`src/lcc_pkg.sv`:
```
`timescale 1ns / 1ps

package lcc_pkg;

    // fixed field widths
    localparam int RANGE_W = 16;
    localparam int PT_W    = 20;   // cartesian point, quarter millimetres
    localparam int ANG_W   = 34;   // cordic x, y, z in q30
    localparam int JOB_IW  = 12;   // first sample index of a cluster
    localparam int JOB_CW  = 9;    // cluster point count
    localparam int IDX_W   = 13;   // first index plus offset
    localparam int MOD_STEPS = 12;
    localparam int CORDIC_STEPS = 30;

    localparam logic [47:0] TWO_PI_Q30 = 48'd6746518852;
    localparam logic [47:0] PI_Q30     = 48'd3373259426;
    localparam logic signed [ANG_W-1:0] PI_S      = 34'sd3373259426;
    localparam logic signed [ANG_W-1:0] HALF_PI_S = 34'sd1686629713;
    localparam logic signed [ANG_W-1:0] GAIN_S    = 34'sd652032874;

    typedef struct packed {
        logic [15:0] range_mm;
        logic        last_sample;
    } t_in;

    typedef struct packed {
        logic signed [23:0] center_x_mm;
        logic signed [23:0] center_y_mm;
        logic [7:0]         object_number;
        logic               degenerate;
    } t_out;

    typedef struct packed {
        logic [15:0]        edge_threshold_mm;
        logic [15:0]        fill_threshold_mm;
        logic [15:0]        min_range_mm;
        logic [9:0]         side_margin;
        logic [10:0]        scan_length;
        logic signed [19:0] angle_start;
        logic [15:0]        angle_step;
        logic [7:0]         min_points;
    } t_cfg;

    typedef enum logic [3:0] {
        CFG_EDGE   = 4'd0,
        CFG_FILL   = 4'd1,
        CFG_MINRNG = 4'd2,
        CFG_MARGIN = 4'd3,
        CFG_SCANLN = 4'd4,
        CFG_ASTART = 4'd5,
        CFG_ASTEP  = 4'd6,
        CFG_MINPTS = 4'd7
    } t_cfg_idx;

    // closed cluster handed from segmentation to the fitter
    typedef struct packed {
        logic              valid;
        logic [JOB_IW-1:0] first;
        logic [JOB_CW-1:0] count;
        logic [7:0]        number;
    } t_job;

    typedef struct packed {
        logic               start;
        logic               div;
        logic signed [63:0] a;
        logic signed [63:0] b;
    } t_mdu_req;

    typedef struct packed {
        logic               done;
        logic signed [63:0] res;
    } t_mdu_rsp;

    typedef enum logic [3:0] {
        ST_IDLE,
        ST_ADDR,
        ST_OP,
        ST_MOD,
        ST_WRAP,
        ST_FOLD,
        ST_CORD,
        ST_CHECK,
        ST_DONE
    } t_fit_state;

    typedef enum logic [3:0] {
        OP_ANG,
        OP_PX,
        OP_PY,
        OP_T1,
        OP_T2,
        OP_A,
        OP_A2,
        OP_B,
        OP_C,
        OP_CY,
        OP_Q,
        OP_QD
    } t_op;

    function automatic logic signed [ANG_W-1:0] cordic_atan(input logic [4:0] i);
        logic signed [ANG_W-1:0] v;
        case (i)
            5'd0:    v = 34'sd843314857;
            5'd1:    v = 34'sd497837829;
            5'd2:    v = 34'sd263043837;
            5'd3:    v = 34'sd133525159;
            5'd4:    v = 34'sd67021687;
            5'd5:    v = 34'sd33543516;
            5'd6:    v = 34'sd16775851;
            5'd7:    v = 34'sd8388437;
            5'd8:    v = 34'sd4194283;
            5'd9:    v = 34'sd2097149;
            default: v = 34'sd1 <<< (5'd30 - i);
        endcase
        return v;
    endfunction

endpackage

```
`src/lcc_mdu.sv`:
```
`timescale 1ns / 1ps

module lcc_mdu (
    input  logic              i_clk,
    input  logic              i_rst_n,
    input  lcc_pkg::t_mdu_req i_req,
    output lcc_pkg::t_mdu_rsp o_rsp
);

    import lcc_pkg::*;

    logic        r_busy;
    logic        r_div;
    logic        r_neg;
    logic [6:0]  r_cnt;
    logic [63:0] r_ma;
    logic [63:0] r_mb;
    logic [64:0] r_acc;
    logic        r_done;
    logic signed [63:0] r_res;

    logic [64:0] w_rem_sh;
    logic        w_ge;
    logic [63:0] w_val;

    always_comb begin
        w_rem_sh = {r_acc[63:0], r_ma[63]};
        w_ge     = w_rem_sh >= {1'b0, r_mb};
        w_val    = r_div ? r_ma : r_acc[63:0];
    end

    always_ff @(posedge i_clk) begin
        if (!i_rst_n) begin
            r_busy <= 1'b0;
            r_done <= 1'b0;
            r_cnt  <= '0;
        end else begin
            r_done <= 1'b0;
            if (i_req.start && !r_busy) begin
                r_busy <= 1'b1;
                r_cnt  <= '0;
            end else if (r_busy) begin
                if (r_cnt == 7'd64) begin
                    r_busy <= 1'b0;
                    r_done <= 1'b1;
                end else begin
                    r_cnt <= r_cnt + 7'd1;
                end
            end
        end
    end

    // shift-add multiply or restoring divide on magnitudes, one bit a cycle
    always_ff @(posedge i_clk) begin
        if (i_req.start && !r_busy) begin
            r_div <= i_req.div;
            r_neg <= i_req.a[63] ^ i_req.b[63];
            r_ma  <= i_req.a[63] ? 64'(-i_req.a) : 64'(i_req.a);
            r_mb  <= i_req.b[63] ? 64'(-i_req.b) : 64'(i_req.b);
            r_acc <= '0;
        end else if (r_busy) begin
            if (r_cnt == 7'd64) begin
                r_res <= r_neg ? -$signed(w_val) : $signed(w_val);
            end else if (r_div) begin
                r_acc <= w_ge ? w_rem_sh - {1'b0, r_mb} : w_rem_sh;
                r_ma  <= {r_ma[62:0], w_ge};
            end else begin
                r_acc <= {1'b0, r_acc[63:0] + (r_mb[0] ? r_ma : 64'd0)};
                r_ma  <= {r_ma[62:0], 1'b0};
                r_mb  <= {1'b0, r_mb[63:1]};
            end
        end
    end

    always_comb begin
        o_rsp.done = r_done;
        o_rsp.res  = r_res;
    end

endmodule

```
`config.mk`:
```
export PLATFORM = sky130hd
export DESIGN_NAME = lcc_mdu
export DESIGN_NICKNAME = d
export VERILOG_FILES = /design/src/lcc_pkg.sv /design/src/lcc_mdu.sv
export SDC_FILE = /design/constraint.sdc
export NUM_CORES = 1
export LEC_CHECK = 0
export BUFFER_PORTS_ARGS = -buffer_cell sky130_fd_sc_hd__buf_4
export CAP_MARGIN = 30
export CORE_ASPECT_RATIO = 0.9
export CORE_UTILIZATION = 63
export CTS_BUF_LIST = sky130_fd_sc_hd__clkbuf_4
export DETAILED_ROUTE_END_ITERATION = 12
export PLACE_DENSITY = 0.83
export SLEW_MARGIN = 20
export SYNTH_ARGS = -nofsm -noshare
export SYNTH_HDL_FRONTEND = slang
export SYNTH_SLANG_ARGS = --single-unit
```
`constraint.sdc`:
```
create_clock -name i_clk -period 7.15 [get_ports i_clk]
set_input_delay 0.715 -clock i_clk [delete_from_list [all_inputs] [get_ports i_clk]]
set_output_delay 0.715 -clock i_clk [all_outputs]
set_load 0.03 [all_outputs]
```
After elaboration in Yosys (flattened, before gate mapping) --
Index checks and enable logic that the tools add are counted.
Word-level totals: output and inout bits 65, register bits 267, bits of input ports 132
Cells by class: magnitude comparators 1, bitwise operators 5, $add $sub $neg 6, multiplexer cells 19, reduce and logical (&&, ||, !) cells 9, equal/unequal tests 3
Operator list (count):
- $mux 64 | 14
- $neg 64->64 | 3
- $ge 65x64->1 | 1
- $add 64x64->64 | 1
- $sub 64x64->64 | 1
- $add 7x1->7 const B | 1
- $eq 7x7->1 const B | 1
- $reduce_and 3->1 | 2
- $mux 1 | 5
- $not 1->1 | 4
- $reduce_and 2->1 | 2
- $reduce_or 3->1 | 1
- $ne 2x1->1 const B | 1
- $ne 2x2->1 const B | 1
- $reduce_bool 2->1 | 1
- $reduce_or 2->1 | 1
- $logic_and 1x1->1 | 1
- $logic_not 1->1 | 1
- $xor 1x1->1 | 1

Longest topological paths before layout --
word-level depth 5, gate-level depth with buffers 22

Worst setup path before layout --
Ideal clock, no wire load.
path type flip-flop to flip-flop, start register r_div, end register r_res[48], data pin, arrival 4.829 ns, stages on the path, launching flop included 23, library setup time 0.263 ns, period minus slack after synthesis 5.092 ns, required time 6.887 ns, setup slack 2.058 ns, cell sequence edfxtp_1 -> buf_2 -> buf_2 -> buf_2 -> buf_2 -> clkbuf_1 -> clkbuf_1 -> clkbuf_1 -> clkbuf_1 -> clkbuf_1 -> nand2_1 -> a21boi_0 -> ha_1 -> o221ai_1 -> nor4_1 -> nand3_1 -> o21bai_1 -> or3_1 -> or2_2 -> nor4_1 -> nand3_1 -> o21ai_0 -> xor2_1
Between the ends: word-level cells in the longest chain between the ends 3
RTL lines:
- from (decl) | RTL line lcc_mdu.sv:13 | logic r_div;
- from (signal assigned) | RTL line lcc_mdu.sv:56 | r_div <= i_req.div;
- $mux 64 * | RTL line lcc_mdu.sv:29 | w_val = r_div ? r_ma : r_acc[63:0];
- $neg 64->64 | RTL line lcc_mdu.sv:63 | r_res <= r_neg ? -$signed(w_val) : $signed(w_val);
- $mux 64 * | RTL line lcc_mdu.sv:63
- to (signal assigned) | RTL line lcc_mdu.sv:63
- to (decl) | RTL line lcc_mdu.sv:20 | logic signed [63:0] r_res;
Mark *: on every way between the ends. The rest lies on a longest branch, timed or not. A chain may end at the register's enable or synchronous reset.

Final worst setup path --
start register r_div, end register r_res[56], data pin
The elaborated chain is that of the path after synthesis.

==> results.sh <==
export IMPL_slew_violations=0
export IMPL_path_clk_slew_ns=0.07
export IMPL_grt_usage_pct=37.5
export IMPL_combPwrFrac_pct=52.8
export IMPL_p_seq_share_pct=29.4
export IMPL_required_ns=7.68
export IMPL_critical_path_max_fanout=54
export IMPL_drt_pass1_iterations=6
export IMPL_area_growth_pct=10.9
export IMPL_crit_path_start_kind="register"
export IMPL_path_class="register to register"
export IMPL_pwr_share_clk_pct=17.9
export IMPL_outcome="completed"
export IMPL_place_area_mm2=0.0257
export IMPL_hold_class="primary input to register"
export IMPL_finalSetupViolCount=0
export IMPL_cts_max_level=3
export IMPL_synth_avg_cell_area_um2=8.04
export IMPL_antenna_found_initial=1
export IMPL_path_cells="buf_4 > inv_1 > a21boi_0 > ha_1 > o221ai_1 > nor4_1 > nand3_1 > o21bai_1 > or3_1 > or2_2 > nor4_1 > nand3_1 > o21ai_0 > xor2_1"
export IMPL_first_iter_violations=2227
export IMPL_critical_path_arrival_ns=5.50
export IMPL_cts_tree="built"
export IMPL_vias=23500
export IMPL_cts_buffers=75
export IMPL_syn_area_mm2=0.0240
export IMPL_clock_sinks=267
export IMPL_grt_max_degree=91
export IMPL_portBuffers=196
export IMPL_stdcell_area_mm2=0.0266
export IMPL_io_pins=197
export IMPL_cp_top_family="simple AND/OR/NAND/NOR gates"
export IMPL_tightest_slew_ns=1.08
export IMPL_synth_edff_count=194
export IMPL_rsz0062_at_grt="false"
export IMPL_path_buf_inv=2
export IMPL_dp_hpwl_um=56300
export IMPL_p_switching_w=0.00391
export IMPL_synth_top_area_cell="edfxtp_1"
export IMPL_grt_pass1_vias=22600
export IMPL_yosysTopAreaCellShare_pct=24.2
export IMPL_p_leak_nw=11.3
export IMPL_synth_nets=3255
export IMPL_fmax_ghz=0.201
export IMPL_finalClockSkew_ns=0.0585
export IMPL_finalHoldViolations=0
export IMPL_cap_violations=0
export IMPL_ys_seq_elements=267
export IMPL_ys_flop_type="edfxtp_1"
export IMPL_ys_warn_count=0
export IMPL_layout_drive_gt1_share_pct=12.2
export IMPL_synth_common_cells="389 x nand2_1, 344 x o21ai_0, 216 x a21oi_1"
export IMPL_grt_remaining_overflow=0
export IMPL_fin_tns_setup_ns=0
export IMPL_finalPower_w=0.00834
export IMPL_post_route_period_util_pct=69.5
export IMPL_synthDistinctLibCells=81
export IMPL_yosys_top_cells_area="edfxtp_1 24%, xor2_1 7.8%, o21ai_0 7.2%"
export IMPL_die_area_mm2=0.0389
export IMPL_initial_core_util_pct=64.3
export IMPL_setup_worst_path_end_class="register"
export IMPL_wl_per_cell_um=20.4
export IMPL_ant_nets=0
export IMPL_coreArea_mm2=0.0374
export IMPL_yosysMostFrequentCell="nand2_1"
export IMPL_cellPowerDensity_mw_per_mm2=313
export IMPL_switching_share_pct=46.8
export IMPL_p_int_w=0.00444
export IMPL_critPathSlowestCell="nor4_1"
export IMPL_async_flop_share_pct=0
export IMPL_fin_nets=3382
export IMPL_route_detailed_drc=0
export IMPL_synth_cells=2988
export IMPL_vias_per_cell=6.43
export IMPL_finalCoreUtilization_pct=71.3
export IMPL_die_x_um=208
export IMPL_ctsHoldBuffers=0
export IMPL_layout_min_cycle_time_ns=4.97
export IMPL_yosysSeqAreaShare_pct=30.3
export IMPL_grt_pass1_wl_um=117000
export IMPL_gp_congestion=1.02
export IMPL_clock_root_buffer="clkbuf_4"
export IMPL_rows=67
export IMPL_max_clock_path_buffers=3
export IMPL_insertion_delay_ns=0.82
export IMPL_ctsResizeCount=0
export IMPL_die_h_um=187
export IMPL_peakVddDrop_mv=0.205
export IMPL_max_slew_margin_rel_pct=27.8
export IMPL_wirelength_um=74400
export IMPL_post_cts_buffers=0
export IMPL_cp_slowest_stage_delay_ns=0.60
metal layers:
metal / global-route usage, % / part of all wire (%)
met2: 66.6 / 50
met4: 19.7 / 5.3
met3: 5.79 / 6.4
met1: 43.7 / 39
met5: 0 / 0
final timing paths:
kind	startpoint	endpoint	slack, ns	depth (start not counted)
min	i_req[128]	r_div	0.12	1
max reg2reg	r_div	r_res[56]	2.18	14
max	r_div	r_res[56]	2.18	14
min reg2reg	r_cnt[1]	r_cnt[1]	0.51	2
per-stage QoR:
step,hold WS (ns),std cells,setup slack [ns]
floorplan,0.453,2988,2.06
global placement,0.468,3519,2.41
detailed placement,0.488,3520,2.38
CTS,0.0721,3655,2.34
global route,0.0773,3657,1.74
finish,0.116,3657,2.18
cells by family after synthesis:
kind of cell	Yosys count	synth area share (%)
AND/OR/NAND/NOR	983	19.9
multiplexers	76	3.21
buffers and inverters	292	4.61
flip-flops	267	30.3
adder cells (fa/ha/maj)	135	7.09
XOR/XNOR	302	11.0
AO/OA/AOI/OAI	933	23.9
flip-flops by register name (all words and copies together) (netlist names):
signal and count:
r_ma 64, r_done 1, r_neg 1, r_cnt 7
r_mb 64, r_res 64, r_busy 1, r_acc 64
r_div 1
placed cells by master (no fill, tap or decap), types with 9 or more instances in the layout:
cell | synthesis | final
ha_1 | 133 | 133
nor2b_1 | 21 | 21
clkinv_1 | 1 | 18
mux2i_1 | 67 | 67
o31ai_1 | 49 | 49
buf_4 | 1 | 216
clkbuf_4 | 0 | 107
a221oi_1 | 9 | 9
o21ai_1 | 13 | 13
and3_1 | 16 | 16
and2_1 | 75 | 74
nand3_1 | 68 | 68
a31oi_1 | 14 | 14
o21a_1 | 14 | 14
nor4_1 | 21 | 21
a21o_1 | 74 | 74
or4_1 | 25 | 25
xor2_1 | 214 | 214
dfxtp_1 | 73 | 73
nand2b_1 | 27 | 25
nand3b_1 | 9 | 9
a21boi_0 | 11 | 11
a21oi_1 | 216 | 216
edfxtp_1 | 194 | 194
o211ai_1 | 43 | 43
xnor2_1 | 88 | 88
or2_2 | 13 | 13
nor2_1 | 151 | 151
or3_1 | 23 | 23
nor3_1 | 70 | 70
o21bai_1 | 33 | 33
nand2_1 | 389 | 387
a211oi_1 | 12 | 12
nand4_1 | 45 | 45
o21ai_0 | 344 | 344
o41ai_1 | 22 | 22
mux2_2 | 9 | 9
inv_1 | 123 | 122
layout make-up:
class                      count  area (um2)
antenna                        1        2.50
sequential                   267        7290
clock inverter                28         165
tap                          483         604
clock buffer                 107         803
multi-input combinational   2429       15600
fill                        2998       10700
inverter                     124         465
timing repair buffer         218        1670
power groups by stage:
stage / Clock [W] / Combinational (W) / Sequential [W]
after floorplan: 0 / 0.00323 / 0.00224
after global placement: 0 / 0.00418 / 0.00246
after detailed placement: 0 / 0.00426 / 0.00246
after CTS: 0.00150 / 0.00429 / 0.00243
after global routing: 0.00158 / 0.00483 / 0.00246
final: 0.00149 / 0.00440 / 0.00245
No activity file was read; power rests on OpenSTA's default activity.
