File: config.mk
export PLATFORM = sky130hd
export DESIGN_NAME = lcc_seg
export DESIGN_NICKNAME = d
export VERILOG_FILES = /design/src/lcc_pkg.sv /design/src/lcc_seg.sv
export SDC_FILE = /design/constraint.sdc
export NUM_CORES = 1
export LEC_CHECK = 0
export ABC_CLOCK_PERIOD_IN_PS = 9750
export BUFFER_PORTS_ARGS = -buffer_cell sky130_fd_sc_hd__buf_4
export CELL_PAD_IN_SITES_DETAIL_PLACEMENT = 0
export CELL_PAD_IN_SITES_GLOBAL_PLACEMENT = 1
export CORE_ASPECT_RATIO = 0.8
export CORE_MARGIN = 5
export CORE_UTILIZATION = 44
export CTS_CLUSTER_DIAMETER = 150
export DETAILED_ROUTE_END_ITERATION = 6
export GPL_TIMING_DRIVEN = 0
export PLACE_DENSITY = 0.95
export SLEW_MARGIN = 20
export SYNTH_ARGS = -nofsm -noshare
export SYNTH_HDL_FRONTEND = slang
export SYNTH_SLANG_ARGS = --single-unit
File: constraint.sdc
create_clock -name i_clk -period 9.75 [get_ports i_clk]
set_input_delay 0.975 -clock i_clk [delete_from_list [all_inputs] [get_ports i_clk]]
set_output_delay 0.975 -clock i_clk [all_outputs]
set_load 0.01 [all_outputs]
File: src/lcc_pkg.sv
`timescale 1ns / 1ps

package lcc_pkg;

    // fixed field widths
    localparam int RANGE_W = 16;
    localparam int PT_W    = 20;   // cartesian point, quarter millimetres
    localparam int ANG_W   = 34;   // cordic x, y, z in q30
    localparam int JOB_IW  = 12;   // first sample index of a cluster
    localparam int JOB_CW  = 9;    // cluster point count
    localparam int IDX_W   = 13;   // first index plus offset
    localparam int MOD_STEPS = 12;
    localparam int CORDIC_STEPS = 30;

    localparam logic [47:0] TWO_PI_Q30 = 48'd6746518852;
    localparam logic [47:0] PI_Q30     = 48'd3373259426;
    localparam logic signed [ANG_W-1:0] PI_S      = 34'sd3373259426;
    localparam logic signed [ANG_W-1:0] HALF_PI_S = 34'sd1686629713;
    localparam logic signed [ANG_W-1:0] GAIN_S    = 34'sd652032874;

    typedef struct packed {
        logic [15:0] range_mm;
        logic        last_sample;
    } t_in;

    typedef struct packed {
        logic signed [23:0] center_x_mm;
        logic signed [23:0] center_y_mm;
        logic [7:0]         object_number;
        logic               degenerate;
    } t_out;

    typedef struct packed {
        logic [15:0]        edge_threshold_mm;
        logic [15:0]        fill_threshold_mm;
        logic [15:0]        min_range_mm;
        logic [9:0]         side_margin;
        logic [10:0]        scan_length;
        logic signed [19:0] angle_start;
        logic [15:0]        angle_step;
        logic [7:0]         min_points;
    } t_cfg;

    typedef enum logic [3:0] {
        CFG_EDGE   = 4'd0,
        CFG_FILL   = 4'd1,
        CFG_MINRNG = 4'd2,
        CFG_MARGIN = 4'd3,
        CFG_SCANLN = 4'd4,
        CFG_ASTART = 4'd5,
        CFG_ASTEP  = 4'd6,
        CFG_MINPTS = 4'd7
    } t_cfg_idx;

    // closed cluster handed from segmentation to the fitter
    typedef struct packed {
        logic              valid;
        logic [JOB_IW-1:0] first;
        logic [JOB_CW-1:0] count;
        logic [7:0]        number;
    } t_job;

    typedef struct packed {
        logic               start;
        logic               div;
        logic signed [63:0] a;
        logic signed [63:0] b;
    } t_mdu_req;

    typedef struct packed {
        logic               done;
        logic signed [63:0] res;
    } t_mdu_rsp;

    typedef enum logic [3:0] {
        ST_IDLE,
        ST_ADDR,
        ST_OP,
        ST_MOD,
        ST_WRAP,
        ST_FOLD,
        ST_CORD,
        ST_CHECK,
        ST_DONE
    } t_fit_state;

    typedef enum logic [3:0] {
        OP_ANG,
        OP_PX,
        OP_PY,
        OP_T1,
        OP_T2,
        OP_A,
        OP_A2,
        OP_B,
        OP_C,
        OP_CY,
        OP_Q,
        OP_QD
    } t_op;

    function automatic logic signed [ANG_W-1:0] cordic_atan(input logic [4:0] i);
        logic signed [ANG_W-1:0] v;
        case (i)
            5'd0:    v = 34'sd843314857;
            5'd1:    v = 34'sd497837829;
            5'd2:    v = 34'sd263043837;
            5'd3:    v = 34'sd133525159;
            5'd4:    v = 34'sd67021687;
            5'd5:    v = 34'sd33543516;
            5'd6:    v = 34'sd16775851;
            5'd7:    v = 34'sd8388437;
            5'd8:    v = 34'sd4194283;
            5'd9:    v = 34'sd2097149;
            default: v = 34'sd1 <<< (5'd30 - i);
        endcase
        return v;
    endfunction

endpackage

File: src/lcc_seg.sv
`timescale 1ns / 1ps

module lcc_seg #(
    parameter int MAX_SCAN      = 1024,
    parameter int MAX_POINTS    = 149,
    parameter int SEGMENT_DEPTH = 256
) (
    input  logic                             i_clk,
    input  logic                             i_rst_n,
    input  logic                             i_take,
    input  lcc_pkg::t_in                     i_in,
    input  lcc_pkg::t_cfg                    i_cfg,
    output logic                             o_ram_we,
    output logic [$clog2(SEGMENT_DEPTH)-1:0] o_ram_waddr,
    output logic [15:0]                      o_ram_wdata,
    output lcc_pkg::t_job                    o_job
);

    import lcc_pkg::*;

    localparam int IW = $clog2(MAX_SCAN);
    localparam int CW = $clog2(MAX_POINTS + 2);
    localparam int AW = $clog2(SEGMENT_DEPTH);
    localparam int XW = CW + AW + 2;

    logic [IW-1:0] r_idx;
    logic [15:0]   r_prev;
    logic          r_fill;
    logic [15:0]   r_ref;
    logic          r_open;
    logic [IW-1:0] r_first;
    logic [CW-1:0] r_cnt;
    logic [7:0]    r_acc;

    logic          w_last;
    logic [15:0]   w_diff;
    logic          w_keep;
    logic          w_start;
    logic          w_marked;
    logic [13:0]   w_idx14;
    logic [CW-1:0] w_cnt_base;
    logic [CW-1:0] w_cnt_new;
    logic          w_open_new;
    logic          w_close;
    logic          w_ok;
    logic [7:0]    w_number;
    logic [IW-1:0] w_first_new;

    always_comb begin
        w_last  = i_in.last_sample || (r_idx >= IW'(MAX_SCAN - 1));
        w_diff  = (i_in.range_mm > r_ref) ? i_in.range_mm - r_ref : r_ref - i_in.range_mm;
        w_keep  = r_fill && (w_diff < i_cfg.fill_threshold_mm);
        w_idx14 = 14'(r_idx);
        w_start = !w_keep && (r_idx != '0)
               && (i_in.range_mm >= i_cfg.min_range_mm)
               && (w_idx14 >= 14'(i_cfg.side_margin))
               && (w_idx14 + 14'(i_cfg.side_margin) <= 14'(i_cfg.scan_length))
               && (r_prev >= i_in.range_mm)
               && ((r_prev - i_in.range_mm) >= i_cfg.edge_threshold_mm);
        w_marked   = w_keep || w_start;
        w_cnt_base = r_open ? r_cnt : '0;
        w_cnt_new  = w_cnt_base;
        if (w_marked && (XW'(w_cnt_base) < XW'(MAX_POINTS + 1))) begin
            w_cnt_new = w_cnt_base + CW'(1);
        end
        w_open_new  = r_open || w_marked;
        w_close     = w_open_new && (!w_marked || w_last);
        w_ok        = w_close && (XW'(w_cnt_new) > XW'(i_cfg.min_points))
                   && (XW'(w_cnt_new) <= XW'(MAX_POINTS));
        w_number    = (r_acc != 8'hFF) ? r_acc + 8'd1 : r_acc;
        w_first_new = r_open ? r_first : r_idx;
    end

    assign o_ram_we    = i_take && w_marked && (XW'(w_cnt_base) < XW'(SEGMENT_DEPTH));
    assign o_ram_waddr = AW'(w_cnt_base);
    assign o_ram_wdata = i_in.range_mm;

    always_comb begin
        o_job.valid  = i_take && w_ok;
        o_job.first  = JOB_IW'(w_first_new);
        o_job.count  = JOB_CW'(w_cnt_new);
        o_job.number = w_number;
    end

    always_ff @(posedge i_clk) begin
        if (!i_rst_n) begin
            r_idx   <= '0;
            r_prev  <= '0;
            r_fill  <= 1'b0;
            r_ref   <= '0;
            r_open  <= 1'b0;
            r_first <= '0;
            r_cnt   <= '0;
            r_acc   <= '0;
        end else if (i_take) begin
            if (w_last) begin
                r_idx   <= '0;
                r_prev  <= '0;
                r_fill  <= 1'b0;
                r_ref   <= '0;
                r_open  <= 1'b0;
                r_first <= '0;
                r_cnt   <= '0;
                r_acc   <= '0;
            end else begin
                r_idx   <= r_idx + IW'(1);
                r_prev  <= i_in.range_mm;
                r_fill  <= w_marked;
                if (w_start) begin
                    r_ref <= i_in.range_mm;
                end
                r_open  <= w_open_new && !w_close;
                r_first <= w_first_new;
                r_cnt   <= w_cnt_new;
                if (w_ok) begin
                    r_acc <= w_number;
                end
            end
        end
    end

endmodule

# Word level (Yosys, flattened, before mapping)
# Index checks and enable logic that the tools add are counted.
totals:
  reg_bits: 70
  input_bits: 133
  output_inout_bits: 55
op_classes:
  mux: 15
  add_sub_neg: 7
  n_lt_le_gt_ge: 11
  n_eq_ne: 1
  reduce_logical: 26
ops:
  columns: ["cell", "n"]
  rows:
  - ["$mux W16", 4]
  - ["$ge A16 B16 Y1", 3]
  - ["$mux W8", 6]
  - ["$sub A16 B16 Y16", 3]
  - ["$mux W10", 3]
  - ["$add A8 B1 Y8 const B", 2]
  - ["$gt A16 B16 Y1", 1]
  - ["$lt A16 B16 Y1", 1]
  - ["$logic_and A1 B1 Y1", 14]
  - ["$add A10 B10 Y11", 1]
  - ["$le A11 B11 Y1", 1]
  - ["$add A10 B1 Y10 const B", 1]
  - ["$ge A10 B10 Y1", 1]
  - ["$ge A10 B10 Y1 const B", 1]
  - ["$reduce_bool A10 Y1", 1]
  - ["$gt A8 B8 Y1", 1]
  - ["$le A8 B8 Y1 const B", 1]
  - ["$lt A8 B8 Y1 const B", 1]
  - ["$ne A8 B8 Y1 const B", 1]
  - ["$logic_or A1 B1 Y1", 4]
  - ["$reduce_and A2 Y1", 2]
  - ["$reduce_bool A2 Y1", 2]
  - ["$logic_not A1 Y1", 3]
  - ["$mux W1", 2]

# Logic depth before layout (Yosys ltp)
logic_depth:
  ltp_word: 19
  ltp_mapped: 34
  mapped_depth_nobuf: 33

# Worst setup path before layout
# No wires, ideal clock.
synth_timing:
  path_type: "input port to output port"
  from: "input i_in[2] (netlist bit)"
  to: "output o_job[29] (netlist bit)"
  path_stages: 29
  slack_ps: 2354
  n_path_buf: 0
  arrival_ps: 6421
  required_time_ps: 8775
  path_cell_list: "inv_1 > ha_1 > nor2b_1 > o21ai_0 > a21boi_0 > o21ai_0 > a21boi_0 > o21ai_0 > a21oi_1 > a41o_1 > mux2_2 > or3_1 > ha_1 > and4_1 > o2111ai_1 > o21ai_0 > nand4_2 > o21ai_4 > and2_1 > mux2_2 > ha_1 > nor2b_1 > o21a_1 > o21ai_0 > a21oi_1 > o221ai_1 > nor2_1 > mux2i_1 > a21oi_1"
synth_rtl:
  columns: ["item", "line", "text"]
  rows:
  - ["from (decl)", "lcc_seg.sv:11", "input lcc_pkg::t_in i_in,"]
  - ["to (decl)", "lcc_seg.sv:16", "output lcc_pkg::t_job o_job"]

==> flow_summary.ini <==
[outcome]
status = finished, final reports clean

[die]
ios = 188
die_h_um = 131
core_area_um2 = 18100
die_area_um2 = 21100
num_rows = 44
die_x_um = 161
start_util = 0.444

[global_routing]
grt_max_degree = 17
grt_pass1_wl_mm = 35.0
antenna_found_initial = 0
grt-ovfl-total = 0
grt_pass1_vias = 7215
grt_usage = 0.200

[sta]
fin_crit_sh = 0.896
worstMarginPinSlew_ps = 692
slew_headroom = 0.535
tns_ps = 0
final.setup_skew_ps = 12.2
slew_viol_final = 0
finalSetupViolCount = 0
setup_slack_ps = 1010
fmax_mhz = 114
rsz0062_at_grt = no
fin_crit_ps = 8740
hold_viol = 0

[power]
p_int_w = 0.000588
power_density_nw_per_um2 = 90.1
p_sw_frac = 0.328
power_frac_clock = 0.380
combPwrFrac = 0.288
vdd_drop_max_mv = 0.0773
p_leak_nw = 4.70
seq_power_share = 0.332
p_sw_w = 0.000287

[critical_path]
worstPathMaxFanout = 7
critPathSlowestCell = mux2_2
critPathMaxStageDelay_ps = 390
timing.rr.start = r_prev[1]$_SDFFE_PN0P_
startpoint = i_in[2]
arrival_ps = 7760
r2r_setup_slack_ps = 2420
path_class = input pin to primary output
cp-end-kind = primary output
critical_path_required_ps = 8780
crit_path_start_kind = input pin
cpMostUsedCell = o21ai_0

[clock_tree]
cts_resized = 0
root_buffer = clkbuf_16
insertion_delay_ps = 340
htreeDepth = 3
cts_made_buffers = 9
clockBufferDepth = 2
post_cts_buffers = 0
hold_buffers = 0
clkSinkCount = 70
clk_pin_slew_ps = 60
tritoncts = yes

[final_layout]
area_delta_synth_final_pct = 21.1
finalNonFillerCells = 1435
final_util = 0.538
antennaDiodeCount = 0
nets = 1474
layout-drive-gt1-share = 0.193
final_cell_mix = 170 x buf_4, 137 x ha_1, 136 x inv_1
mostFrequentLayoutCell = buf_4
fin_area_um2 = 9720
fillerInstances = 1804

[detailed_routing]
ant_nets = 0
via_count = 7588
drt-initial-drc-count = 412
drt_wl_total_mm = 21.8
drtPass1Iterations = 5
post-route-drc-count = 0
wl_per_cell_um = 15.2
routed_via_density = 5.29

[min_path]
hp-class = flip-flop to flip-flop
hp-start = r_prev[0]$_SDFFE_PN0P_

[placed_design]
place_congestion = 0.915
hpwl_mm = 17.8
portBuffers = 147
dp_cells = 1419
place_ws_ps = 1060
place_area_um2 = 9420

[logic_synthesis]
synthTopCellsByArea = ha_1 21%, dfxtp_1 17%, inv_1 6.4%
synth_edf_count = 0
avgSynthCellArea_um2 = 7.72
synth_seq_cells = 70
netlist.area_leader.share = 0.214
yosysTopAreaCell = ha_1
yosys_warnings = 0
syn_inst = 1040
async_flop_share = 0
ys_seq_area_frac = 0.175
synth_ff_type = dfxtp_1
ys_types = 78
synthesis.area_um2 = 8030

[job]
max-cap-violations = 0
[layout make-up]
type | instances | area (um^2) | area share
clock inverters | 7 | 70.1 | 0.00721
clock buffers | 9 | 225 | 0.0232
inverters | 137 | 514 | 0.0529
repair buffers | 147 | 1100 | 0.114
multi-input cells | 782 | 5800 | 0.597
plain buffers | 53 | 313 | 0.0322
well taps | 230 | 288 | 0.0296
flip-flops and latches | 70 | 1400 | 0.144
[sequential cells by signal, indices dropped and copies added, names as in the netlist]
register  count
r_prev       16
r_ref        16
r_first      10
r_idx        10
r_acc         8
r_cnt         8
r_fill        1
r_open        1
[layer usage]
metal / track usage / wire (um)
met1: 0.272 / 10300
met2: 0.342 / 9940
met3: 0.0411 / 1420
met4: 0.0266 / 139
met5: 0 / 0
[Yosys cell counts, types with 14 or more instances]
cell type and n:
ha_1 137, inv_1 136, nand2_1 85, dfxtp_1 70
nor2_1 60, a21oi_1 57, nand3_1 42, o21ai_0 42
a21boi_0 37, nor2b_1 34, xnor2_1 30, buf_4 23
a22oi_1 22, clkbuf_1 21, xor2_1 21, a21o_1 20
nand4_1 19, mux2_2 14
[stage by stage]
stage | total power [W] | hold slack (ps)
finish | 0.000876 | 465
global route | 0.000923 | 496
CTS | 0.000878 | 467
detailed placement | 0.000549 | 458
global placement | 0.000543 | 454
floorplan | 0.000460 | 441
[critical path, delay by kind of cell]
family / cells / cell delay (ps)
compound gates: 15 / 3010
fa+ha+maj: 3 / 930
buf+inv: 3 / 440
mux: 3 / 970
simple gates: 7 / 1440
[power groups by stage]
| stage | clock, W | combinational (W) | sequential [W] |
|---|---|---|---|
| 2_1_floorplan | 0 | 0.000164 | 0.000297 |
| 3_3_place_gp | 0 | 0.000246 | 0.000297 |
| 3_5_place_dp | 0 | 0.000251 | 0.000297 |
| 4_1_cts | 0.000334 | 0.000253 | 0.000291 |
| 5_1_grt | 0.000349 | 0.000283 | 0.000291 |
| 6_report | 0.000333 | 0.000252 | 0.000291 |
[path summary, 6_finish.rpt]
kind                                 end  depth (start not counted)
setup / recovery               o_job[29]                         31
hold / removal    r_prev[0]$_SDFFE_PN0P_                          2
setup reg to reg   r_acc[3]$_SDFFE_PN0P_                         30
hold reg to reg   r_prev[0]$_SDFFE_PN0P_                          2
[logic make-up (layout without fill, tap and decap cells)]
| family | count (synthesis) | after routing | share of synthesized area |
|---|---|---|---|
| AOI/OAI and AO/OA | 257 | 257 | 0.220 |
| xor gates and xnor gates | 51 | 51 | 0.0557 |
| adders and majority gates | 141 | 141 | 0.224 |
| buffers and inverters | 190 | 353 | 0.103 |
| DFF | 70 | 70 | 0.175 |
| muxes | 20 | 20 | 0.0278 |
| other | 1 | 3 | 0.000467 |
| and+or+nand+nor | 310 | 310 | 0.195 |
(Power assumes the default switching activity.)
