## src/lcc_pkg.sv

```systemverilog
`timescale 1ns / 1ps

package lcc_pkg;

    // fixed field widths
    localparam int RANGE_W = 16;
    localparam int PT_W    = 20;   // cartesian point, quarter millimetres
    localparam int ANG_W   = 34;   // cordic x, y, z in q30
    localparam int JOB_IW  = 12;   // first sample index of a cluster
    localparam int JOB_CW  = 9;    // cluster point count
    localparam int IDX_W   = 13;   // first index plus offset
    localparam int MOD_STEPS = 12;
    localparam int CORDIC_STEPS = 30;

    localparam logic [47:0] TWO_PI_Q30 = 48'd6746518852;
    localparam logic [47:0] PI_Q30     = 48'd3373259426;
    localparam logic signed [ANG_W-1:0] PI_S      = 34'sd3373259426;
    localparam logic signed [ANG_W-1:0] HALF_PI_S = 34'sd1686629713;
    localparam logic signed [ANG_W-1:0] GAIN_S    = 34'sd652032874;

    typedef struct packed {
        logic [15:0] range_mm;
        logic        last_sample;
    } t_in;

    typedef struct packed {
        logic signed [23:0] center_x_mm;
        logic signed [23:0] center_y_mm;
        logic [7:0]         object_number;
        logic               degenerate;
    } t_out;

    typedef struct packed {
        logic [15:0]        edge_threshold_mm;
        logic [15:0]        fill_threshold_mm;
        logic [15:0]        min_range_mm;
        logic [9:0]         side_margin;
        logic [10:0]        scan_length;
        logic signed [19:0] angle_start;
        logic [15:0]        angle_step;
        logic [7:0]         min_points;
    } t_cfg;

    typedef enum logic [3:0] {
        CFG_EDGE   = 4'd0,
        CFG_FILL   = 4'd1,
        CFG_MINRNG = 4'd2,
        CFG_MARGIN = 4'd3,
        CFG_SCANLN = 4'd4,
        CFG_ASTART = 4'd5,
        CFG_ASTEP  = 4'd6,
        CFG_MINPTS = 4'd7
    } t_cfg_idx;

    // closed cluster handed from segmentation to the fitter
    typedef struct packed {
        logic              valid;
        logic [JOB_IW-1:0] first;
        logic [JOB_CW-1:0] count;
        logic [7:0]        number;
    } t_job;

    typedef struct packed {
        logic               start;
        logic               div;
        logic signed [63:0] a;
        logic signed [63:0] b;
    } t_mdu_req;

    typedef struct packed {
        logic               done;
        logic signed [63:0] res;
    } t_mdu_rsp;

    typedef enum logic [3:0] {
        ST_IDLE,
        ST_ADDR,
        ST_OP,
        ST_MOD,
        ST_WRAP,
        ST_FOLD,
        ST_CORD,
        ST_CHECK,
        ST_DONE
    } t_fit_state;

    typedef enum logic [3:0] {
        OP_ANG,
        OP_PX,
        OP_PY,
        OP_T1,
        OP_T2,
        OP_A,
        OP_A2,
        OP_B,
        OP_C,
        OP_CY,
        OP_Q,
        OP_QD
    } t_op;

    function automatic logic signed [ANG_W-1:0] cordic_atan(input logic [4:0] i);
        logic signed [ANG_W-1:0] v;
        case (i)
            5'd0:    v = 34'sd843314857;
            5'd1:    v = 34'sd497837829;
            5'd2:    v = 34'sd263043837;
            5'd3:    v = 34'sd133525159;
            5'd4:    v = 34'sd67021687;
            5'd5:    v = 34'sd33543516;
            5'd6:    v = 34'sd16775851;
            5'd7:    v = 34'sd8388437;
            5'd8:    v = 34'sd4194283;
            5'd9:    v = 34'sd2097149;
            default: v = 34'sd1 <<< (5'd30 - i);
        endcase
        return v;
    endfunction

endpackage

```

## src/lcc_fit.sv

```systemverilog
`timescale 1ns / 1ps

module lcc_fit #(
    parameter int SEGMENT_DEPTH = 256
) (
    input  logic                             i_clk,
    input  logic                             i_rst_n,
    input  lcc_pkg::t_job                    i_job,
    input  lcc_pkg::t_cfg                    i_cfg,
    output logic                             o_ram_re,
    output logic [$clog2(SEGMENT_DEPTH)-1:0] o_ram_raddr,
    input  logic [15:0]                      i_ram_rdata,
    output lcc_pkg::t_mdu_req                o_mdu_req,
    input  lcc_pkg::t_mdu_rsp                i_mdu_rsp,
    output logic                             o_busy,
    output logic                             o_valid,
    input  logic                             i_stall,
    output lcc_pkg::t_out                    o_out
);

    import lcc_pkg::*;

    localparam int AW = $clog2(SEGMENT_DEPTH);

    t_fit_state r_state, n_state;
    t_op        r_op;
    logic       r_issued;

    logic [JOB_IW-1:0] r_first;
    logic [JOB_CW-1:0] r_cnt;
    logic [7:0]        r_num;
    logic [1:0]        r_pt;
    logic [JOB_CW-1:0] r_off;
    logic              r_zneg;
    logic [47:0]       r_m;
    logic [3:0]        r_k;
    logic [4:0]        r_i;
    logic              r_flip;
    logic signed [ANG_W-1:0] r_x, r_y, r_zc;
    logic signed [PT_W-1:0]  r_px [3];
    logic signed [PT_W-1:0]  r_py [3];
    logic signed [63:0] r_t1, r_t2, r_a, r_b, r_c, r_cy, r_q;
    logic               r_deg;
    logic               r_out_valid;
    t_out               r_out;

    logic signed [63:0] w_x1, w_y1, w_x2, w_y2, w_x3, w_y3;
    logic signed [63:0] w_dx1, w_dy1, w_dx2, w_dy2;
    logic signed [63:0] w_den, w_num, w_den_new, w_u;
    logic signed [ANG_W-1:0] w_s, w_c;
    logic [15:0]  w_rng;
    logic         w_in_depth;
    logic [47:0]  w_sub;
    logic [47:0]  w_m2;
    logic signed [ANG_W-1:0] w_dxs, w_dys, w_atan;
    logic signed [63:0] w_ang;
    logic signed [63:0] w_two_cx, w_cxs;
    logic         w_load;
    logic [JOB_CW-1:0] w_off_next;

    always_comb begin
        w_x1 = {{(64-PT_W){r_px[0][PT_W-1]}}, r_px[0]};
        w_y1 = {{(64-PT_W){r_py[0][PT_W-1]}}, r_py[0]};
        w_x2 = {{(64-PT_W){r_px[1][PT_W-1]}}, r_px[1]};
        w_y2 = {{(64-PT_W){r_py[1][PT_W-1]}}, r_py[1]};
        w_x3 = {{(64-PT_W){r_px[2][PT_W-1]}}, r_px[2]};
        w_y3 = {{(64-PT_W){r_py[2][PT_W-1]}}, r_py[2]};
        w_dx1 = w_x2 - w_x1;
        w_dy1 = w_y2 - w_y1;
        w_dx2 = w_x3 - w_x2;
        w_dy2 = w_y3 - w_y2;
        w_den     = (r_t1 - r_t2) <<< 1;
        w_den_new = (r_t1 - i_mdu_rsp.res) <<< 1;
        w_num     = r_a + r_b - r_c;
        w_u       = (r_cy <<< 1) - (w_x1 + w_x2);
        w_s = r_flip ? -r_y : r_y;
        w_c = r_flip ? -r_x : r_x;
        w_in_depth = (10'(r_off) < 10'(SEGMENT_DEPTH));
        w_rng = w_in_depth ? i_ram_rdata : 16'd0;
        w_sub = TWO_PI_Q30 << r_k;
        w_m2  = (r_zneg && (r_m != '0)) ? TWO_PI_Q30 - r_m : r_m;
        w_dxs  = r_y >>> r_i;
        w_dys  = r_x >>> r_i;
        w_atan = cordic_atan(r_i);
        w_ang  = i_mdu_rsp.res + {{44{i_cfg.angle_start[19]}}, i_cfg.angle_start};
        w_two_cx = (w_y1 + w_y2) - r_q;
        w_cxs    = w_two_cx >>> 3;
        w_load   = (r_state == ST_DONE) && (!r_out_valid || !i_stall);
        w_off_next = (r_pt == 2'd0) ? (r_cnt - JOB_CW'(1)) >> 1 : r_cnt - JOB_CW'(1);
    end

    // one multiply or divide at a time on the shared unit
    always_comb begin
        o_mdu_req.start = (r_state == ST_OP) && !r_issued;
        o_mdu_req.div   = 1'b0;
        o_mdu_req.a     = '0;
        o_mdu_req.b     = '0;
        case (r_op)
            OP_ANG: begin
                o_mdu_req.a = 64'(IDX_W'(r_first) + IDX_W'(r_off));
                o_mdu_req.b = {48'd0, i_cfg.angle_step};
            end
            OP_PX: begin
                o_mdu_req.a = {48'd0, w_rng};
                o_mdu_req.b = {{(64-ANG_W){w_s[ANG_W-1]}}, w_s};
            end
            OP_PY: begin
                o_mdu_req.a = {48'd0, w_rng};
                o_mdu_req.b = {{(64-ANG_W){w_c[ANG_W-1]}}, w_c};
            end
            OP_T1: begin
                o_mdu_req.a = w_dy2;
                o_mdu_req.b = w_dx1;
            end
            OP_T2: begin
                o_mdu_req.a = w_dy1;
                o_mdu_req.b = w_dx2;
            end
            OP_A: begin
                o_mdu_req.a = w_dy1;
                o_mdu_req.b = w_dy2;
            end
            OP_A2: begin
                o_mdu_req.a = r_a;
                o_mdu_req.b = w_y1 - w_y3;
            end
            OP_B: begin
                o_mdu_req.a = r_t1;
                o_mdu_req.b = w_x1 + w_x2;
            end
            OP_C: begin
                o_mdu_req.a = r_t2;
                o_mdu_req.b = w_x2 + w_x3;
            end
            OP_CY: begin
                o_mdu_req.div = 1'b1;
                o_mdu_req.a   = w_num;
                o_mdu_req.b   = w_den;
            end
            OP_Q: begin
                o_mdu_req.a = w_u;
                o_mdu_req.b = w_dx1;
            end
            OP_QD: begin
                o_mdu_req.div = 1'b1;
                o_mdu_req.a   = r_q;
                o_mdu_req.b   = w_dy1;
            end
            default: begin
                o_mdu_req.a = '0;
            end
        endcase
    end

    always_ff @(posedge i_clk) begin
        if (!i_rst_n) begin
            r_state <= ST_IDLE;
        end else begin
            r_state <= n_state;
        end
    end

    always_comb begin
        n_state = r_state;
        unique case (r_state)
            ST_IDLE:  if (i_job.valid) n_state = ST_ADDR;
            ST_ADDR:  n_state = ST_OP;
            ST_OP: begin
                if (i_mdu_rsp.done && r_issued) begin
                    unique case (r_op)
                        OP_ANG: n_state = ST_MOD;
                        OP_PX:  n_state = ST_OP;
                        OP_PY:  n_state = (r_pt == 2'd2) ? ST_CHECK : ST_ADDR;
                        OP_T2:  n_state = (w_den_new == '0) ? ST_DONE : ST_OP;
                        OP_QD:  n_state = ST_DONE;
                        default: n_state = ST_OP;
                    endcase
                end
            end
            ST_MOD:   if (r_k == 4'd0) n_state = ST_WRAP;
            ST_WRAP:  n_state = ST_FOLD;
            ST_FOLD:  n_state = ST_CORD;
            ST_CORD:  if (r_i == 5'(CORDIC_STEPS - 1)) n_state = ST_OP;
            ST_CHECK: begin
                if (w_dx1 == '0 || w_dx2 == '0 || w_dy1 == '0) begin
                    n_state = ST_DONE;
                end else begin
                    n_state = ST_OP;
                end
            end
            ST_DONE:  if (w_load) n_state = ST_IDLE;
            default:  n_state = ST_IDLE;
        endcase
    end

    always_ff @(posedge i_clk) begin
        if (!i_rst_n) begin
            r_issued <= 1'b0;
            r_op     <= OP_ANG;
        end else begin
            if (o_mdu_req.start) begin
                r_issued <= 1'b1;
            end else if (i_mdu_rsp.done) begin
                r_issued <= 1'b0;
            end
            if (r_state == ST_CHECK) begin
                r_op <= OP_T1;
            end else if (r_state == ST_ADDR) begin
                r_op <= OP_ANG;
            end else if (r_state == ST_CORD) begin
                r_op <= OP_PX;
            end else if (r_state == ST_OP && i_mdu_rsp.done && r_issued) begin
                case (r_op)
                    OP_PX:   r_op <= OP_PY;
                    OP_T1:   r_op <= OP_T2;
                    OP_T2:   r_op <= OP_A;
                    OP_A:    r_op <= OP_A2;
                    OP_A2:   r_op <= OP_B;
                    OP_B:    r_op <= OP_C;
                    OP_C:    r_op <= OP_CY;
                    OP_CY:   r_op <= OP_Q;
                    OP_Q:    r_op <= OP_QD;
                    default: r_op <= r_op;
                endcase
            end
        end
    end

    always_ff @(posedge i_clk) begin
        unique case (r_state)
            ST_IDLE: begin
                r_first <= i_job.first;
                r_cnt   <= i_job.count;
                r_num   <= i_job.number;
                r_pt    <= 2'd0;
                r_off   <= '0;
                r_deg   <= 1'b0;
            end
            ST_OP: begin
                if (i_mdu_rsp.done && r_issued) begin
                    case (r_op) inside
                        OP_ANG: begin
                            r_zneg <= (w_ang <<< 14) < 0;
                            r_m    <= 48'(((w_ang <<< 14) < 0) ? -(w_ang <<< 14)
                                                                :  (w_ang <<< 14));
                            r_k    <= 4'(MOD_STEPS - 1);
                        end
                        OP_PX: r_px[r_pt] <= PT_W'(i_mdu_rsp.res >>> 28);
                        OP_PY: begin
                            r_py[r_pt] <= PT_W'(i_mdu_rsp.res >>> 28);
                            r_pt       <= r_pt + 2'd1;
                            r_off      <= w_off_next;
                        end
                        OP_T1: r_t1 <= i_mdu_rsp.res;
                        OP_T2: begin
                            r_t2  <= i_mdu_rsp.res;
                            r_deg <= (w_den_new == '0);
                        end
                        OP_A, OP_A2: r_a <= i_mdu_rsp.res;
                        OP_B:  r_b <= i_mdu_rsp.res;
                        OP_C:  r_c <= i_mdu_rsp.res;
                        OP_CY: begin
                            if (i_mdu_rsp.res > 64'sd33554431) begin
                                r_cy <= 64'sd33554431;
                            end else if (i_mdu_rsp.res < -64'sd33554432) begin
                                r_cy <= -64'sd33554432;
                            end else begin
                                r_cy <= i_mdu_rsp.res;
                            end
                        end
                        OP_Q, OP_QD: r_q <= i_mdu_rsp.res;
                        default: r_q <= r_q;
                    endcase
                end
            end
            ST_MOD: begin
                if (r_m >= w_sub) begin
                    r_m <= r_m - w_sub;
                end
                r_k <= r_k - 4'd1;
            end
            ST_WRAP: begin
                r_zc <= (w_m2 >= PI_Q30) ? ANG_W'(w_m2 - TWO_PI_Q30) : ANG_W'(w_m2);
            end
            ST_FOLD: begin
                if (r_zc > HALF_PI_S) begin
                    r_zc   <= r_zc - PI_S;
                    r_flip <= 1'b1;
                end else if (r_zc < -HALF_PI_S) begin
                    r_zc   <= r_zc + PI_S;
                    r_flip <= 1'b1;
                end else begin
                    r_flip <= 1'b0;
                end
                r_x <= GAIN_S;
                r_y <= '0;
                r_i <= '0;
            end
            ST_CORD: begin
                if (r_zc >= 0) begin
                    r_x  <= r_x - w_dxs;
                    r_y  <= r_y + w_dys;
                    r_zc <= r_zc - w_atan;
                end else begin
                    r_x  <= r_x + w_dxs;
                    r_y  <= r_y - w_dys;
                    r_zc <= r_zc + w_atan;
                end
                r_i <= r_i + 5'd1;
            end
            ST_CHECK: begin
                r_deg <= (w_dx1 == '0 || w_dx2 == '0 || w_dy1 == '0);
            end
            default: begin
                r_pt <= r_pt;
            end
        endcase
    end

    // result register parts the fitter from the downstream stall
    always_ff @(posedge i_clk) begin
        if (!i_rst_n) begin
            r_out_valid <= 1'b0;
        end else begin
            if (r_out_valid && !i_stall) begin
                r_out_valid <= 1'b0;
            end
            if (w_load) begin
                r_out_valid <= 1'b1;
            end
        end
    end

    always_ff @(posedge i_clk) begin
        if (w_load) begin
            r_out.object_number <= r_num;
            r_out.degenerate    <= r_deg;
            if (r_deg) begin
                r_out.center_x_mm <= '0;
                r_out.center_y_mm <= '0;
            end else begin
                if (w_cxs > 64'sd8388607) begin
                    r_out.center_x_mm <= 24'sd8388607;
                end else if (w_cxs < -64'sd8388608) begin
                    r_out.center_x_mm <= -24'sd8388608;
                end else begin
                    r_out.center_x_mm <= 24'(w_cxs);
                end
                r_out.center_y_mm <= 24'(r_cy >>> 2);
            end
        end
    end

    assign o_ram_re    = (r_state == ST_ADDR);
    assign o_ram_raddr = AW'(r_off);
    assign o_busy      = (r_state != ST_IDLE);
    assign o_valid     = r_out_valid;
    assign o_out       = r_out;

endmodule

```

## config.mk

```make
export PLATFORM = sky130hd
export DESIGN_NAME = lcc_fit
export DESIGN_NICKNAME = d
export VERILOG_FILES = /design/src/lcc_pkg.sv /design/src/lcc_fit.sv
export SDC_FILE = /design/constraint.sdc
export NUM_CORES = 2
export LEC_CHECK = 0
export BUFFER_PORTS_ARGS = -buffer_cell sky130_fd_sc_hd__buf_2
export CORE_MARGIN = 1.5
export CORE_UTILIZATION = 25
export DETAILED_ROUTE_END_ITERATION = 10
export SLEW_MARGIN = 40
export SYNTH_ARGS = -nofsm -noshare
export SYNTH_HDL_FRONTEND = slang
export SYNTH_SLANG_ARGS = --single-unit
```

## constraint.sdc

```tcl
create_clock -name i_clk -period 25.6 [get_ports i_clk]
set_clock_uncertainty 0.1 [all_clocks]
set_input_delay 1.28 -clock i_clk [delete_from_list [all_inputs] [get_ports i_clk]]
set_output_delay 1.28 -clock i_clk [all_outputs]
set_load 0.02 [all_outputs]
```

After elaboration in Yosys (flattened, before gate mapping). Memories as Yosys holds them, arrays and structs flattened. Cells that the tools add are included.

Bits in registers: 716. RAM bits: 120. Input port bits: 227. Word-level logic and storage cells: 273. Memories kept: 2.

Memory list: r_px (depth 3, bits a word 20, rd ports 3, clocked after memory_dff 0, write ports 1, RTL line lcc_fit.sv:40) `logic signed [PT_W-1:0] r_px [3];`; r_py (depth 3, bits a word 20, rd ports 3, clocked after memory_dff 0, write ports 1, RTL line lcc_fit.sv:41) `logic signed [PT_W-1:0] r_py [3];`.

$add $sub $neg: 35. Order comparisons: 11. Eq/ne operators: 44. Shift-type cells: 4. Muxes and demuxes: 78. Bitwise operators: 10. Reduce and logical (&&, ||, !) cells: 58.

Operator list (number): 64-bit one-hot mux with 11 select lines (1); 64-bit one-hot mux with 10 select lines (1); 34-bit one-hot mux with 10 select lines (1); 34-bit two-way mux (8); 64-bit zero test (4); 48-bit two-way mux (5); 34-bit one-hot mux with 2 select lines (2); 63-bit subtractor (2); 20-bit by 20-bit subtractor with 21-bit output (5); 34-bit adder (3); 34-bit one-hot mux with 3 select lines (1); 34-bit subtractor (3); 48-bit one-hot mux with 2 select lines (1); 4-bit one-hot mux with 9 select lines (2); 34-bit negation (2); 34-bit by 5-bit >>> shifter with 34-bit output (2); 34-bit by 33-bit subtractor with 34-bit output, second input constant (2); 64-bit adder (1); 64-bit by 26-bit greater-than comparator with 1-bit output, second input constant (1); 64-bit by 1-bit < comparator with 1-bit output, second input constant (1); 64-bit by 26-bit < comparator with 1-bit output, second input constant (1); 21-bit by 64-bit subtractor with 64-bit output (1); 64-bit by 21-bit subtractor with 64-bit output (1); 64-bit subtractor (1); 76 further kinds (188).

Longest topological paths before layout.
Depth in word-level cells: 9. Gate-level depth with buffers: 36. Depth with buffers taken out: 29.

Worst setup path before layout. No wires, ideal clock.

Kind: register to register. Start: register r_k[0]. End: register r_m[10] (enable). Setup time: 520 ps. Arrival: 7548 ps. Setup slack: 17432 ps. Stages on the path, launching flop included: 22. Path buffers: 1. Clock period less this slack: 8168 ps. Path through: edfxtp_1 clkbuf_1 inv_1 ha_1 nor2_1 a21oi_1 nor2_1 a31oi_1 ha_1 o21a_1 o211ai_1 o21ai_0 nand2_1 a311oi_1 o2111ai_1 and3_1 o2111a_1 o21ai_0 a211oi_1 o21ai_0 nand3_1 a21boi_0.

Longest elaborated chain between the ends: 4.

RTL lines: start, declared (RTL line lcc_fit.sv:36) `logic [3:0] r_k;`; start signal, assigned (RTL line lcc_fit.sv:246) `r_k <= 4'(MOD_STEPS - 1);`; start signal, assigned (RTL line lcc_fit.sv:280) `r_k <= r_k - 4'd1;`; 33-bit by 4-bit << shifter with 48-bit output (RTL line lcc_fit.sv:80) `w_sub = TWO_PI_Q30 << r_k;`; 48-bit >= comparator (RTL line lcc_fit.sv:277) `if (r_m >= w_sub) begin`; 2-bit != test (no line); 4-bit AND reduction (no line); end signal, assigned (RTL line lcc_fit.sv:244) `r_m <= 48'(((w_ang <<< 14) < 0) ? -(w_ang <<< 14)`; end signal, assigned (RTL line lcc_fit.sv:278) `r_m <= r_m - w_sub;`; end, declared (RTL line lcc_fit.sv:35) `logic [47:0] r_m;`.

Every way passes these cells. A chain may end at the register's enable or synchronous reset.

==> run metrics <==
worst r2r dst r_x[32]$_SDFFCE_PN0N_; period utilization 0.385; Crit Path Category reg -> out; HPWL after DPL 269000 um; MaxCap Viol Count 0; post-synthesis sequential area ratio 0.299; Yosys top cell area share 0.297; cts repair resizes 0; routed wire length 337000 um; Syn-to-layout area delta 12.2%; via/cell ratio 5.40; Cells after Synth 9668; Final Slew Violations 0; core outline area 331000 um2; clock buffer count from CTS 105; Worst Path Required 24220 ps; I/O pins 425; final-report hold violation count 0; proportion of synthesized area in mux cells 0.0262; # H-tree levels 3; Worst Hold Class reg -> reg; number of nets with antenna violations after routing 0; area share of fa/ha/maj cells after synthesis 0.134; Cell Area, Synth 83300 um2; total number of vias 77000; PwrDens 52.8 nW/um2; EDFF count, synth 824; r2r startpoint r_i[0]$_SDFFCE_PN0N_; worst slew pin tran 948 ps; Synth Area in Compound Gates 0.232; CTS tree done; main combinational cell family by area after synthesis compound AO/OA/AOI/OAI gates; Avg Cell Area, Syn 8.62 um2; Post-synth ARST share 0; Routed WL per cell 23.7 um; Synth Flop Type edfxtp_1; FF-to-FF path depth 28; die area 337000 um2; initial antenna violation count 61; status finished clean; crit end category primary output; 1st-pass router iterations 7; post-CTS setup buffer count 0; Die H 580 um; DRC viols 0; CP Launch Point r_px[1][0]$_DFFE_PP_; P_leak 0.0374 uW; CTS Sinks 834; crit start category flop; Nets 10800; Die Wd 580 um; port bufs 347; Ys Warns 0; Post-Synth Simple-Gate Area 0.160; Total Routing Usage GR 0.191; grt ovf 0; Post-Synth XOR/XNOR Area 0.0879; GPL Wtd Cong 0.980; first-pass GRT wire length 483000 um; CTS root buffer clkbuf_16; Post-Syn Nets 10700; Seq cells post-synth 834; vias in the first global route 70000; peak supply drop 0.0000505 V; Iter 0 DRT Violations 9439; final hold slack 318 ps; CP arrival 8470 ps; Cell Rows 211; RSZ-0062 raised after global routing false; layout cell share with drive strength beyond 1 0.0882; final setup fails 0; # hold bufs at CTS 0; worst setup path end o_mdu_req[109]; count of different cell masters after synthesis 119; maximum clock path buffer count 3; clock slew at reported path FFs 60 ps; Rel. slew slack 0.361; Initial Utilization 0.252; largest net degree at the start of global routing 106; Worst-Skew Late Latency 770 ps; Min Clock Period, post-route 9850 ps; ranking of synthesized cells by area edfxtp_1 (30%), ha_1 (10%), xnor2_1 (5.5%); Setup TNS Final 0 ps; critical path peak fanout 6; FMAX 102 MHz; area leader, netlist edfxtp_1; Worst R2R Setup Slack 17320 ps
-- metal layers --
metal	share of wire	GRT usage	wire length (um)
met1	0.42	0.263	143000
met2	0.43	0.291	145000
met3	0.099	0.0352	33200
met4	0.046	0.0807	15400
met5	0.00022	0	75
-- worst min path at each step --
| stage | startpoint | to | slack (ps) | depth (start not counted) |
|---|---|---|---|---|
| final | r_num[4]$_DFFE_PP_ | o_out[5]$_DFFE_PP_ | 320 | 0 |
| after detailed placement | r_num[0]$_DFFE_PP_ | o_out[1]$_DFFE_PP_ | 300 | 0 |
| after global routing | r_num[0]$_DFFE_PP_ | o_out[1]$_DFFE_PP_ | 330 | 0 |
| after floorplan | r_num[0]$_DFFE_PP_ | o_out[1]$_DFFE_PP_ | 300 | 0 |
| after global placement | r_num[2]$_DFFE_PP_ | o_out[3]$_DFFE_PP_ | 300 | 0 |
| after CTS | r_num[0]$_DFFE_PP_ | o_out[1]$_DFFE_PP_ | 320 | 0 |
-- cell families (layout without fill, tap and decap cells) --
group	count (synthesis)	in the layout
AO/OA/AOI/OAI	2943	2943
AND/OR/NAND/NOR	2786	2786
buffers and inverters	1315	1507
XOR/XNOR	836	836
flip-flops	834	834
adder cells (fa/ha/maj)	810	810
multiplexers	144	144
other	0	28
-- state kept, by name, summed over array words and instances (netlist names), 2 cells and up --
register  flops
r_state       4
o_out        57
r_m          46
r_pt          2
r_px         60
r_cy         63
r_a          64
r_off         9
r_num         8
r_cnt         9
r_y          34
r_t2         64
r_i           5
r_q          64
r_c          64
r_t1         64
r_k           4
r_op          4
r_b          64
r_py         60
r_x          34
r_first      12
r_zc         34
-- final cells by class --
type	instances	area, um2
inverters	848	3180
fillers	35500	238000
clock inverters	68	796
clock buffers	125	2700
well taps	4366	5460
repair buffers	466	2730
flip-flops and latches	834	24900
diodes	28	70.1
multi-input cells	7519	53600
-- critical path: stages (launching register included) --
cell and delay, ps:
edfxtp_1 450, ha_1 270, fa_1 450, nor2b_1 180
o211ai_1 360, a21oi_1 180, nor3_1 340, xnor2_1 230
ha_1 350, a21oi_1 220, nand2_1 130, o311ai_1 480
nor2_1 130, a221o_1 520, maj3_2 390, o21a_1 250
maj3_1 470, o211ai_1 450, a21o_1 360, nor3_2 150
mux2i_1 160, xor2_1 230, a22oi_1 220, o2111ai_1 400
buf_2 320
-- stage by stage --
stage	area [um2]	util	setup slack (ps)	cells	total power (uW)
floorplan	83300	-	17430	9668	2770
global placement	89700	0.271	16810	14000	3370
detailed placement	89800	0.271	16760	14000	3380
CTS	93300	0.282	15890	14200	4940
global route	93400	0.282	15530	14200	5140
finish	93500	0.282	15750	14300	4940
-- cells in the final DEF, fill, tap and decap left out, types with 67 or more instances in the layout --
cell,netlist,final
nand2_1,875,873
inv_1,842,839
edfxtp_1,824,824
a21oi_1,801,798
nor2_1,695,685
ha_1,667,666
o21ai_0,575,570
xnor2_1,521,518
buf_2,58,347
a21o_1,333,333
xor2_1,315,315
nand3_1,200,199
nor3_1,191,186
fa_1,140,140
nand4_1,138,138
nor2b_1,123,123
nand2b_1,118,117
o21a_1,108,108
buf_4,12,107
clkbuf_16,0,105
o21bai_1,103,103
a31oi_1,95,94
o211ai_1,80,80
o31ai_1,78,78
and3_1,78,72
a211oi_1,71,71
nor4_1,71,68
o22ai_1,68,68
mux2i_1,67,67
-- where the power goes --
group	internal [uW]	switching, uW
combinational	574	1130
sequential	1600	73.3
clock	873	680
-- cells in the mapped netlist, types with 40 or more instances --
master / count
nand2_1: 875
inv_1: 842
edfxtp_1: 824
a21oi_1: 801
nor2_1: 695
ha_1: 667
o21ai_0: 575
xnor2_1: 521
clkbuf_1: 348
a21o_1: 333
xor2_1: 315
nand3_1: 200
nor3_1: 191
fa_1: 140
nand4_1: 138
nor2b_1: 123
nand2b_1: 118
o21a_1: 108
o21bai_1: 103
a31oi_1: 95
o211ai_1: 80
and3_1: 78
o31ai_1: 78
a211oi_1: 71
nor4_1: 71
o22ai_1: 68
mux2i_1: 67
a222oi_1: 64
buf_2: 58
o21ai_1: 58
mux4_2: 57
or3_1: 57
a221oi_1: 49
and2_1: 48
buf_1: 43
a22oi_1: 41
or2_2: 41
or4_1: 40
Power figures use the tool's default switching activity.
